--- src/design/csr_pkg.sv ---
// Shared types and codes for the compressed-sparse-row matrix store.
// Used by csr_ctrl and sparse_matrix_csr_store_core; no dependencies.
package csr_pkg;

  localparam logic CMD_READ  = 1'b0;
  localparam logic CMD_WRITE = 1'b1;

  localparam logic REG_ROW_COUNT    = 1'b0;
  localparam logic REG_COLUMN_COUNT = 1'b1;

  typedef enum logic [1:0] {
    ST_OK    = 2'd0,
    ST_RANGE = 2'd1,
    ST_FULL  = 2'd2
  } csr_status_e;

  typedef enum logic [3:0] {
    S_IDLE,
    S_SCAN_RD,
    S_SCAN_CMP,
    S_DECIDE,
    S_DN_RD,
    S_DN_WR,
    S_UP_RD,
    S_UP_WR,
    S_WRITE_K,
    S_DONE
  } csr_state_e;

  typedef struct packed {
    logic [31:0] value;
    csr_status_e status;
  } csr_result_t;

endpackage

--- src/design/csr_ctrl.sv ---
// Access sequencer: scans the sorted entry memory, then reads, updates, inserts or deletes.
// Depends on csr_pkg; drives csr_mem.
module csr_ctrl
  import csr_pkg::*;
#(
  parameter int MAX_ENTRIES = 256,
  parameter int MAX_DIM     = 1024,
  parameter int VALUE_BITS  = 32,
  localparam int AW = $clog2(MAX_ENTRIES),
  localparam int CW = $clog2(MAX_ENTRIES + 1),
  localparam int EW = 20 + VALUE_BITS
) (
  input  logic           clk_i,
  input  logic           rst_ni,
  input  logic           in_valid_i,
  output logic           in_ready_o,
  input  logic           in_cmd_i,
  input  logic [9:0]     in_row_i,
  input  logic [9:0]     in_col_i,
  input  logic [31:0]    in_value_i,
  input  logic [10:0]    row_count_i,
  input  logic [10:0]    column_count_i,
  output logic           res_valid_o,
  input  logic           res_ready_i,
  output csr_result_t    res_o,
  output logic           mem_wr_en_o,
  output logic [AW-1:0]  mem_wr_addr_o,
  output logic [EW-1:0]  mem_wr_data_o,
  output logic [AW-1:0]  mem_rd_addr_o,
  input  logic [EW-1:0]  mem_rd_data_i
);

  csr_state_e state_q, state_d;
  logic [CW-1:0] k_q, k_d, p_q, p_d, count_q, count_d;
  logic found_q, found_d, cmd_q, cmd_d;
  logic [9:0] r_q, r_d, c_q, c_d;
  logic [VALUE_BITS-1:0] wv_q, wv_d, hit_q, hit_d;
  csr_result_t res_q, res_d;

  logic signed [63:0] in_ext, hit_ext;
  logic [VALUE_BITS-1:0] in_val;
  logic [19:0] ent_key;
  logic oor, key_ge, full, wv_zero;
  logic [CW-1:0] p_inc, p_dec;

  assign in_ext  = 64'(signed'(in_value_i));
  assign in_val  = in_ext[VALUE_BITS-1:0];
  assign hit_ext = 64'(signed'(hit_q));
  assign ent_key = mem_rd_data_i[EW-1 -: 20];
  assign key_ge  = ent_key >= {r_q, c_q};
  assign full    = count_q == CW'(MAX_ENTRIES);
  assign wv_zero = wv_q == '0;
  assign p_inc   = p_q + CW'(1);
  assign p_dec   = p_q - CW'(1);
  assign oor = ({1'b0, in_row_i} >= row_count_i) || ({1'b0, in_col_i} >= column_count_i)
            || (32'(in_row_i) >= 32'(MAX_DIM)) || (32'(in_col_i) >= 32'(MAX_DIM));

  always_comb begin
    state_d = state_q;
    unique case (state_q)
      S_IDLE: begin
        if (in_valid_i) state_d = oor ? S_DONE : S_SCAN_RD;
      end
      S_SCAN_RD:  state_d = (k_q >= count_q) ? S_DECIDE : S_SCAN_CMP;
      S_SCAN_CMP: state_d = key_ge ? S_DECIDE : S_SCAN_RD;
      S_DECIDE: begin
        if (cmd_q == CMD_READ) state_d = S_DONE;
        else if (found_q) state_d = wv_zero ? S_DN_RD : S_WRITE_K;
        else if (wv_zero || full) state_d = S_DONE;
        else state_d = S_UP_RD;
      end
      S_DN_RD:   state_d = (p_inc < count_q) ? S_DN_WR : S_DONE;
      S_DN_WR:   state_d = S_DN_RD;
      S_UP_RD:   state_d = (p_q > k_q) ? S_UP_WR : S_WRITE_K;
      S_UP_WR:   state_d = S_UP_RD;
      S_WRITE_K: state_d = S_DONE;
      S_DONE: begin
        if (res_ready_i) state_d = S_IDLE;
      end
      default: state_d = S_IDLE;
    endcase
  end

  always_comb begin
    in_ready_o    = state_q == S_IDLE;
    res_valid_o   = state_q == S_DONE;
    res_o         = res_q;
    mem_wr_en_o   = 1'b0;
    mem_wr_addr_o = p_q[AW-1:0];
    mem_wr_data_o = mem_rd_data_i;
    mem_rd_addr_o = k_q[AW-1:0];
    unique case (state_q)
      S_DN_RD: mem_rd_addr_o = p_inc[AW-1:0];
      S_UP_RD: mem_rd_addr_o = p_dec[AW-1:0];
      S_DN_WR, S_UP_WR: mem_wr_en_o = 1'b1;
      S_WRITE_K: begin
        mem_wr_en_o   = 1'b1;
        mem_wr_addr_o = k_q[AW-1:0];
        mem_wr_data_o = {r_q, c_q, wv_q};
      end
      default: ;
    endcase
  end

  always_comb begin
    k_d = k_q; p_d = p_q; count_d = count_q; found_d = found_q; cmd_d = cmd_q;
    r_d = r_q; c_d = c_q; wv_d = wv_q; hit_d = hit_q; res_d = res_q;
    unique case (state_q)
      S_IDLE: begin
        if (in_valid_i) begin
          cmd_d = in_cmd_i; r_d = in_row_i; c_d = in_col_i; wv_d = in_val;
          k_d = '0; found_d = 1'b0;
          res_d = '{value: 32'd0, status: oor ? ST_RANGE : ST_OK};
        end
      end
      S_SCAN_CMP: begin
        if (key_ge) begin
          found_d = ent_key == {r_q, c_q};
          hit_d   = mem_rd_data_i[VALUE_BITS-1:0];
        end else begin
          k_d = k_q + CW'(1);
        end
      end
      S_DECIDE: begin
        res_d.value = found_q ? hit_ext[31:0] : 32'd0;
        if (cmd_q == CMD_WRITE && !found_q && !wv_zero && full) res_d.status = ST_FULL;
        p_d = found_q ? k_q : count_q;
      end
      S_DN_RD: begin
        if (!(p_inc < count_q)) count_d = count_q - CW'(1);
      end
      S_DN_WR: p_d = p_inc;
      S_UP_WR: p_d = p_dec;
      S_WRITE_K: begin
        if (!found_q) count_d = count_q + CW'(1);
      end
      default: ;
    endcase
  end

  always_ff @(posedge clk_i or negedge rst_ni) begin
    if (!rst_ni) begin
      state_q <= S_IDLE;
      count_q <= '0;
    end else begin
      state_q <= state_d;
      count_q <= count_d;
    end
  end

  always_ff @(posedge clk_i) begin
    k_q <= k_d; p_q <= p_d; found_q <= found_d; cmd_q <= cmd_d;
    r_q <= r_d; c_q <= c_d; wv_q <= wv_d; hit_q <= hit_d; res_q <= res_d;
  end

endmodule

--- config.mk ---
export PLATFORM = sky130hd
export DESIGN_NAME = csr_ctrl
export DESIGN_NICKNAME = d
export VERILOG_FILES = /design/src/design/csr_pkg.sv /design/src/design/csr_ctrl.sv
export SDC_FILE = /design/constraint.sdc
export NUM_CORES = 1
export LEC_CHECK = 0
export BUFFER_PORTS_ARGS = -buffer_cell sky130_fd_sc_hd__buf_2
export CAP_MARGIN = 20
export CORE_MARGIN = 4
export CORE_UTILIZATION = 40
export CTS_BUF_LIST = sky130_fd_sc_hd__clkbuf_16
export CTS_CLUSTER_SIZE = 40
export DETAILED_ROUTE_END_ITERATION = 8
export PLACE_DENSITY = 0.64
export SYNTH_ARGS = -nofsm -noshare
export SYNTH_HDL_FRONTEND = slang
export SYNTH_SLANG_ARGS = --single-unit
--- constraint.sdc ---
create_clock -name clk_i -period 5.91 [get_ports clk_i]
set_input_delay 0.8865 -clock clk_i [delete_from_list [all_inputs] [get_ports clk_i]]
set_output_delay 0.8865 -clock clk_i [all_outputs]
set_load 0.01 [all_outputs]
==> impl_metrics.tcl, run 1 <==
set metrics [dict create \
    max_slew_margin 0.4008 \
    clk_latency_ns 0.43 \
    synth.distinct_cells 60 \
    yosys_warnings 0 \
    synthFlopType "edfxtp_1" \
    setup_viol 0 \
    drt_iter0_markers 472 \
    initial_utilization 0.4092 \
    clkTransAtPathRegs_ns 0.07 \
    clkSinkCount 151 \
    internal_power_mw 2.939 \
    start_kind "flip-flop" \
    max_freq_mhz 261.7 \
    path_class "reg -> out" \
    grt_pass1_wl_um 36140 \
    cp.arrival_ns 2.93 \
    status "finished clean" \
    cp.required_ns 5.02 \
    antenna_found_initial 3 \
    grt_max_degree 54 \
    rows 53 \
    cts_repair_resize_count 0 \
    peakVddDrop_mv 0.2031 \
    cap_violations 0 \
    cts-buffers-inserted 17 \
    p_comb_frac 0.414 \
    min_period_ns 3.821 \
    wire_per_inst_um 17.47 \
    synth_area_leaders "edfxtp_1 48%, ha_1 11%, nand2_1 7.0%" \
    hold_viol_final 0 \
    reg2reg_to "count_q[6]$_DFFE_PN0P_" \
    finalClockSkew_ns 0.01015 \
    switchingPower_mw 2.058 \
    timing.rr.start "state_q[1]$_DFFE_PN0P_" \
    port_buffers 235 \
    synth-edff-count 138 \
    netlist_instances 840 \
    grt_pass1_vias 6852 \
    grt_use_total 0.1922 \
    yosysTopAreaCell "edfxtp_1" \
    rrSetupSlack_ns 2.77 \
    synthXorXnorAreaFrac 0.03137 \
    swShare 0.4118 \
    viasPerCell 5.168 \
    yosys_register_bits 151 \
    p_leak_nw 4.942 \
    grt_overflow 0 \
    synth-compound-area-share 0.1060 \
    fin_nets 1272 \
    fillers 1924 \
    crit_path_end_kind "output port" \
    netlist_area_um2 8656 \
    h-tree-depth 4 \
    layout_setup_ws_ns 2.089 \
    p_per_area_nw_per_um2 467.9 \
    tns_ns 0 \
    r2r_cells 9 \
    syn_avg_cell_area_um2 10.30 \
    die_w_um 155.1 \
    worst_pin_slew_ns 0.8978 \
    syn_nets 1048 \
    dieHeight_um 155.1 \
    synth_top_family_by_area "simple AND/OR/NAND/NOR gates" \
    async_flop_share 0.08609 \
    root_buffer "clkbuf_16" \
    drcViolationCount 0 \
    synth_top_area_frac 0.4788 \
    muxShareOfSynthArea 0.01041 \
    dr.pass1.iters 5 \
    ios 236 \
    multiInputGateArea_um2 3757 \
    dp_slack_ns 2.458 \
    coreArea_um2 21150 \
    synth_fa_ha_area_frac 0.1122 \
    finalWirelength_um 23650 \
    ys_seq_area_frac 0.5163 \
    final_max_slew_viol_count 0 \
    cts_tree "built" \
    post-route-period-util 0.6466 \
    holdBufCountCts 0 \
    finalWeightedCongestion 0.9399 \
    rsz0062_at_grt "false" \
    p_seq_frac 0.365 \
    register_area_um2 4469 \
    p_clk_frac 0.222 \
    hold_class "in -> async" \
    drive_above_1_share 0.2683 \
    die-area_um2 24060 \
    num_vias 6997 \
    areaGrowthSynthToFinish_pct 23.39 \
    dp_hpwl_um 18240 \
    antenna_left 0 \
    yosys.area_share.simple 0.1742 \
    clockBufferDepth 2 \
    crit_fanout 47 \
    post-cts-setup-buffer-count 0 \
]
logic make-up (layout without fill, tap and decap cells):
kind of cell,after synthesis,count (layout)
adders and majority gates,77,77
DFF,151,151
buffers and inverters,104,341
muxes,9,9
and+or+nand+nor,315,315
AOI/OAI and AO/OA,153,153
other,0,2
xor gates and xnor gates,31,31
worst max-delay path: stages (launching register included):
cell     delay (ns)
dfrtp_1        0.88
nor4b_4        0.11
inv_2          0.65
buf_4          0.49
nand2_1        0.09
o21ai_0        0.09
buf_2          0.16
registers in the layout (all words and copies together) (netlist names), 4 cells and up:
signal,flops
res_o,34
hit_q,32
wv_q,32
c_q,10
r_q,10
count_q,9
k_q,9
p_q,9
state_q,4
synth_stat cells, drive strengths merged (5+ instances only):
cell	n
o21ai	68
inv	67
a21o	7
nor4	15
nand2	162
nor3	10
buf	20
o31ai	6
o211ai	6
a21oi	37
ha	76
and2	5
mux2i	9
xor2	10
nand4	10
dfrtp	13
and3	37
xnor2	21
edfxtp	138
nand2b	6
o211a	5
nor2	34
a211o	6
nand3	16
clkbuf	17
layout make-up:
class                           count  share of cell area
Inverter                           67             0.02355
Clock buffer                       17             0.03983
Multi-Input combinational cell    585              0.3518
Clock inverter                     15             0.01886
Timing Repair Buffer              242              0.1148
Tap cell                          275             0.03222
Antenna cell                        2           0.0004686
Sequential cell                   151              0.4185
worst max-delay path by stage:
stage	from	end	slack, ns	depth (start not counted)
5_1_grt	state_q[1]$_DFFE_PN0P_	mem_wr_addr_o[2]	1.79	6
4_1_cts	state_q[1]$_DFFE_PN0P_	mem_wr_addr_o[2]	2.05	6
6_report	state_q[1]$_DFFE_PN0P_	mem_wr_addr_o[7]	2.09	6
3_5_place_dp	mem_rd_data_i[34]	k_q[5]$_SDFFCE_PN0P_	2.46	7
3_3_place_gp	mem_rd_data_i[34]	k_q[5]$_SDFFCE_PN0P_	2.54	7
2_1_floorplan	mem_rd_data_i[49]	hit_q[0]$_DFFE_PP_	2.85	6
cells in the final DEF (no fill, tap or decap), drive strengths merged, types with 7 or more instances in the layout:
| cell type | count |
|---|---|
| mux2i | 9 |
| a21o | 7 |
| xor2 | 10 |
| and3 | 37 |
| clkbuf | 17 |
| ha | 76 |
| xnor2 | 21 |
| nand4 | 10 |
| clkinv | 10 |
| buf | 242 |
| nor2 | 34 |
| o21ai | 68 |
| inv | 72 |
| nor3 | 10 |
| a21oi | 37 |
| nand2 | 162 |
| nor4 | 15 |
| nand3 | 16 |
| edfxtp | 138 |
| dfrtp | 13 |
power groups by stage:
stage	sequential, mW	clock (mW)	combinational, mW
after floorplan	1.76	0	1.43
after global placement	1.83	0	2.02
after detailed placement	1.84	0	2.06
after CTS	1.82	1.13	2.07
after global routing	1.86	1.18	2.32
final	1.82	1.11	2.07
metal layers:
layer / vias to the layer above / GRT usage / share of wire
met3: 45 / 0.03894 / 0.072
met5: - / 0 / 0.00055
met1: 3205 / 0.2454 / 0.42
met4: 2 / 0.07611 / 0.032
met2: 285 / 0.3214 / 0.48
li1: 3460 / - / -
metrics by stage:
stage	instances	power, mW	area, um^2	util	hold slack, ns
after global routing	1354	5.351	10680	0.5049	0.3672
after global placement	1319	3.854	10040	0.4748	0.5078
after CTS	1351	5.026	10670	0.5044	0.3533
after floorplan	840	3.190	8656	-	0.4798
after detailed placement	1319	3.898	10040	0.4748	0.5113
final	1354	4.997	10680	0.5049	0.3574
Note: power is estimated with default switching activity, not from simulation.
==> run 2, diff against run 1 <==
--- a/config.mk
+++ b/config.mk
@@ -12,7 +12,7 @@
 export CTS_BUF_LIST = sky130_fd_sc_hd__clkbuf_16
 export CTS_CLUSTER_SIZE = 40
 export DETAILED_ROUTE_END_ITERATION = 8
-export PLACE_DENSITY = 0.64
+export PLACE_DENSITY = 0.66
 export SYNTH_ARGS = -nofsm -noshare
 export SYNTH_HDL_FRONTEND = slang
 export SYNTH_SLANG_ARGS = --single-unit
==> constraint.sdc (replaced) <==
create_clock -name clk_i -period 3.5 [get_ports clk_i]
set_input_delay 0.525 -clock clk_i [delete_from_list [all_inputs] [get_ports clk_i]]
set_output_delay 0.525 -clock clk_i [all_outputs]
set_load 0.01 [all_outputs]
==> run 2 against run 1 <==
Global-route usage decreased by 0.33 points. Count of clock-buffer cells in the layout unchanged. Worst setup slack lost 1.5 ns. Die area stayed put. Worst hold slack got worse by 0.35 ns. Critical path depth grew 4. Sequential power grew 65%. Final cell count hardly changed. Combinational power rose by 71%.
==> impl_metrics.tcl, run 2 (synthesis gave the netlist of run 1 again) <==
set metrics [dict create \
    status "finished clean" \
    post-route-period-util 0.8327 \
    grt_pass1_vias 6876 \
    num_vias 6972 \
    coreArea_um2 21150 \
    wire_per_inst_um 16.98 \
    clk_latency_ns 0.43 \
    h-tree-depth 4 \
    stdcell_count 1355 \
    fillers 1952 \
    start_kind "flip-flop" \
    hold_class "in -> async" \
    whs_ns 0.007405 \
    drive_above_1_share 0.2704 \
    crit_slowest_cell "edfxtp_1" \
    antenna_left 0 \
    final_cell_mix "235 x buf_2, 162 x nand2_1, 138 x edfxtp_1" \
    r2r_cells 10 \
    final_common_cell "buf_2" \
    cp.required_ns 3.79 \
    port_buffers 235 \
    drcViolationCount 0 \
    drt_iter0_markers 385 \
    dp_cells 1323 \
    p_per_area_nw_per_um2 789.5 \
    cp_cell_sequence "and3_1 > nand3_1 > xnor2_1 > ha_1 > a211oi_1 > o211a_1 > o31ai_1 > o211a_2 > or2_1 > xor2_1" \
    timing.rr.start "p_q[2]$_DFFE_PP_" \
    clkSinkCount 151 \
    cp.arrival_ns 3.20 \
    postLayoutCoreUtil 0.5070 \
    finalWirelength_um 23010 \
    hold_viol_final 0 \
    slowest_delay_ns 0.55 \
    rrSetupSlack_ns 0.59 \
    initial_utilization 0.4092 \
    root_buffer "clkbuf_16" \
    finalPower_mw 8.467 \
    post-cts-setup-buffer-count 0 \
    grt_use_total 0.1889 \
    finalWeightedCongestion 0.9117 \
    max_freq_mhz 343.1 \
    largest_reg_flops 34 \
    holdBufCountCts 0 \
    rows 53 \
    peakVddDrop_mv 0.3539 \
    crit_path_end_kind "flip-flop" \
    max_slew_margin 0.4078 \
    ios 236 \
    cts_repair_resize_count 0 \
    finalClockSkew_ns 0.01906 \
    dr.pass1.iters 5 \
    critPathBufInv 0 \
    antenna_found_initial 3 \
    fin_nets 1275 \
    cts_tree "built" \
    setup_viol 0 \
    num_antenna_cells 0 \
    final_max_slew_viol_count 0 \
    viasPerCell 5.145 \
    dieHeight_um 155.1 \
    cts-buffers-inserted 17 \
    grt_pass1_wl_um 35710 \
    die-area_um2 24060 \
    worst_pin_slew_ns 0.8874 \
    p_leak_nw 4.967 \
    crit_fanout 10 \
    path_class "reg -> reg" \
    tns_ns 0 \
    clockBufferDepth 2 \
    grt_max_degree 54 \
    dp_hpwl_um 17990 \
    reg2reg_to "count_q[0]$_DFFE_PN0P_" \
    crit_family "simple AND/OR/NAND/NOR gates" \
    clkTransAtPathRegs_ns 0.07 \
    rsz0062_at_grt "false" \
    min_period_ns 2.914 \
    cap_violations 0 \
    areaGrowthSynthToFinish_pct 23.91 \
    grt_overflow 0 \
    die_w_um 155.1 \
]
[run 2: metrics by stage]
stage	worst slack, ns	instance area [um^2]
after global routing	0.2958	10730
after detailed placement	0.6353	10100
after global placement	0.7170	10100
after CTS	0.5967	10730
after floorplan	0.6230	8656
final	0.5857	10730
[run 2: final cells by class]
type                    count  area, um^2  share of cell area
clock buffers              17       425.4             0.03966
well taps                 275       344.1             0.03208
multi-input cells         585        3757              0.3503
flip-flops and latches    151        4469              0.4167
repair buffers            245        1276              0.1190
inverters                  67       251.5             0.02345
clock inverters            15       201.4             0.01878
[run 2: worst reg2reg max path, cell delays in order, from the launching register on]
cell and delay (ns):
edfxtp_1 0.55, and3_1 0.29, nand3_1 0.12, xnor2_1 0.31
ha_1 0.32, a211oi_1 0.24, o211a_1 0.17, o31ai_1 0.08
o211a_2 0.18, or2_1 0.35, xor2_1 0.18
[run 2: metal layers]
metal	GRT usage	wire length, um	vias up
li1	-	-	3462
met1	0.2385	9368	3194
met2	0.3110	11110	271
met3	0.05229	1897	41
met4	0.06939	609	4
met5	0	27	-
[run 2: how the worst max path moves through the flow]
stage / end / from / cells after the start / slack, ns
floorplan: c_q[0]$_DFFE_PP_ / state_q[0]$_DFFE_PN0P_ / 5 / 0.62
CTS: count_q[2]$_DFFE_PN0P_ / p_q[2]$_DFFE_PP_ / 10 / 0.60
global route: count_q[2]$_DFFE_PN0P_ / p_q[2]$_DFFE_PP_ / 10 / 0.30
global placement: count_q[0]$_DFFE_PN0P_ / p_q[2]$_DFFE_PP_ / 10 / 0.72
detailed placement: count_q[2]$_DFFE_PN0P_ / p_q[2]$_DFFE_PP_ / 10 / 0.64
finish: count_q[0]$_DFFE_PN0P_ / p_q[2]$_DFFE_PP_ / 10 / 0.59
[run 2: power breakdown]
part	switching (mW)	total [mW]	internal, mW
clock network	0.867	1.91	1.04
registers	0.395	3.01	2.62
logic	2.15	3.55	1.40
total	3.41	8.47	5.05
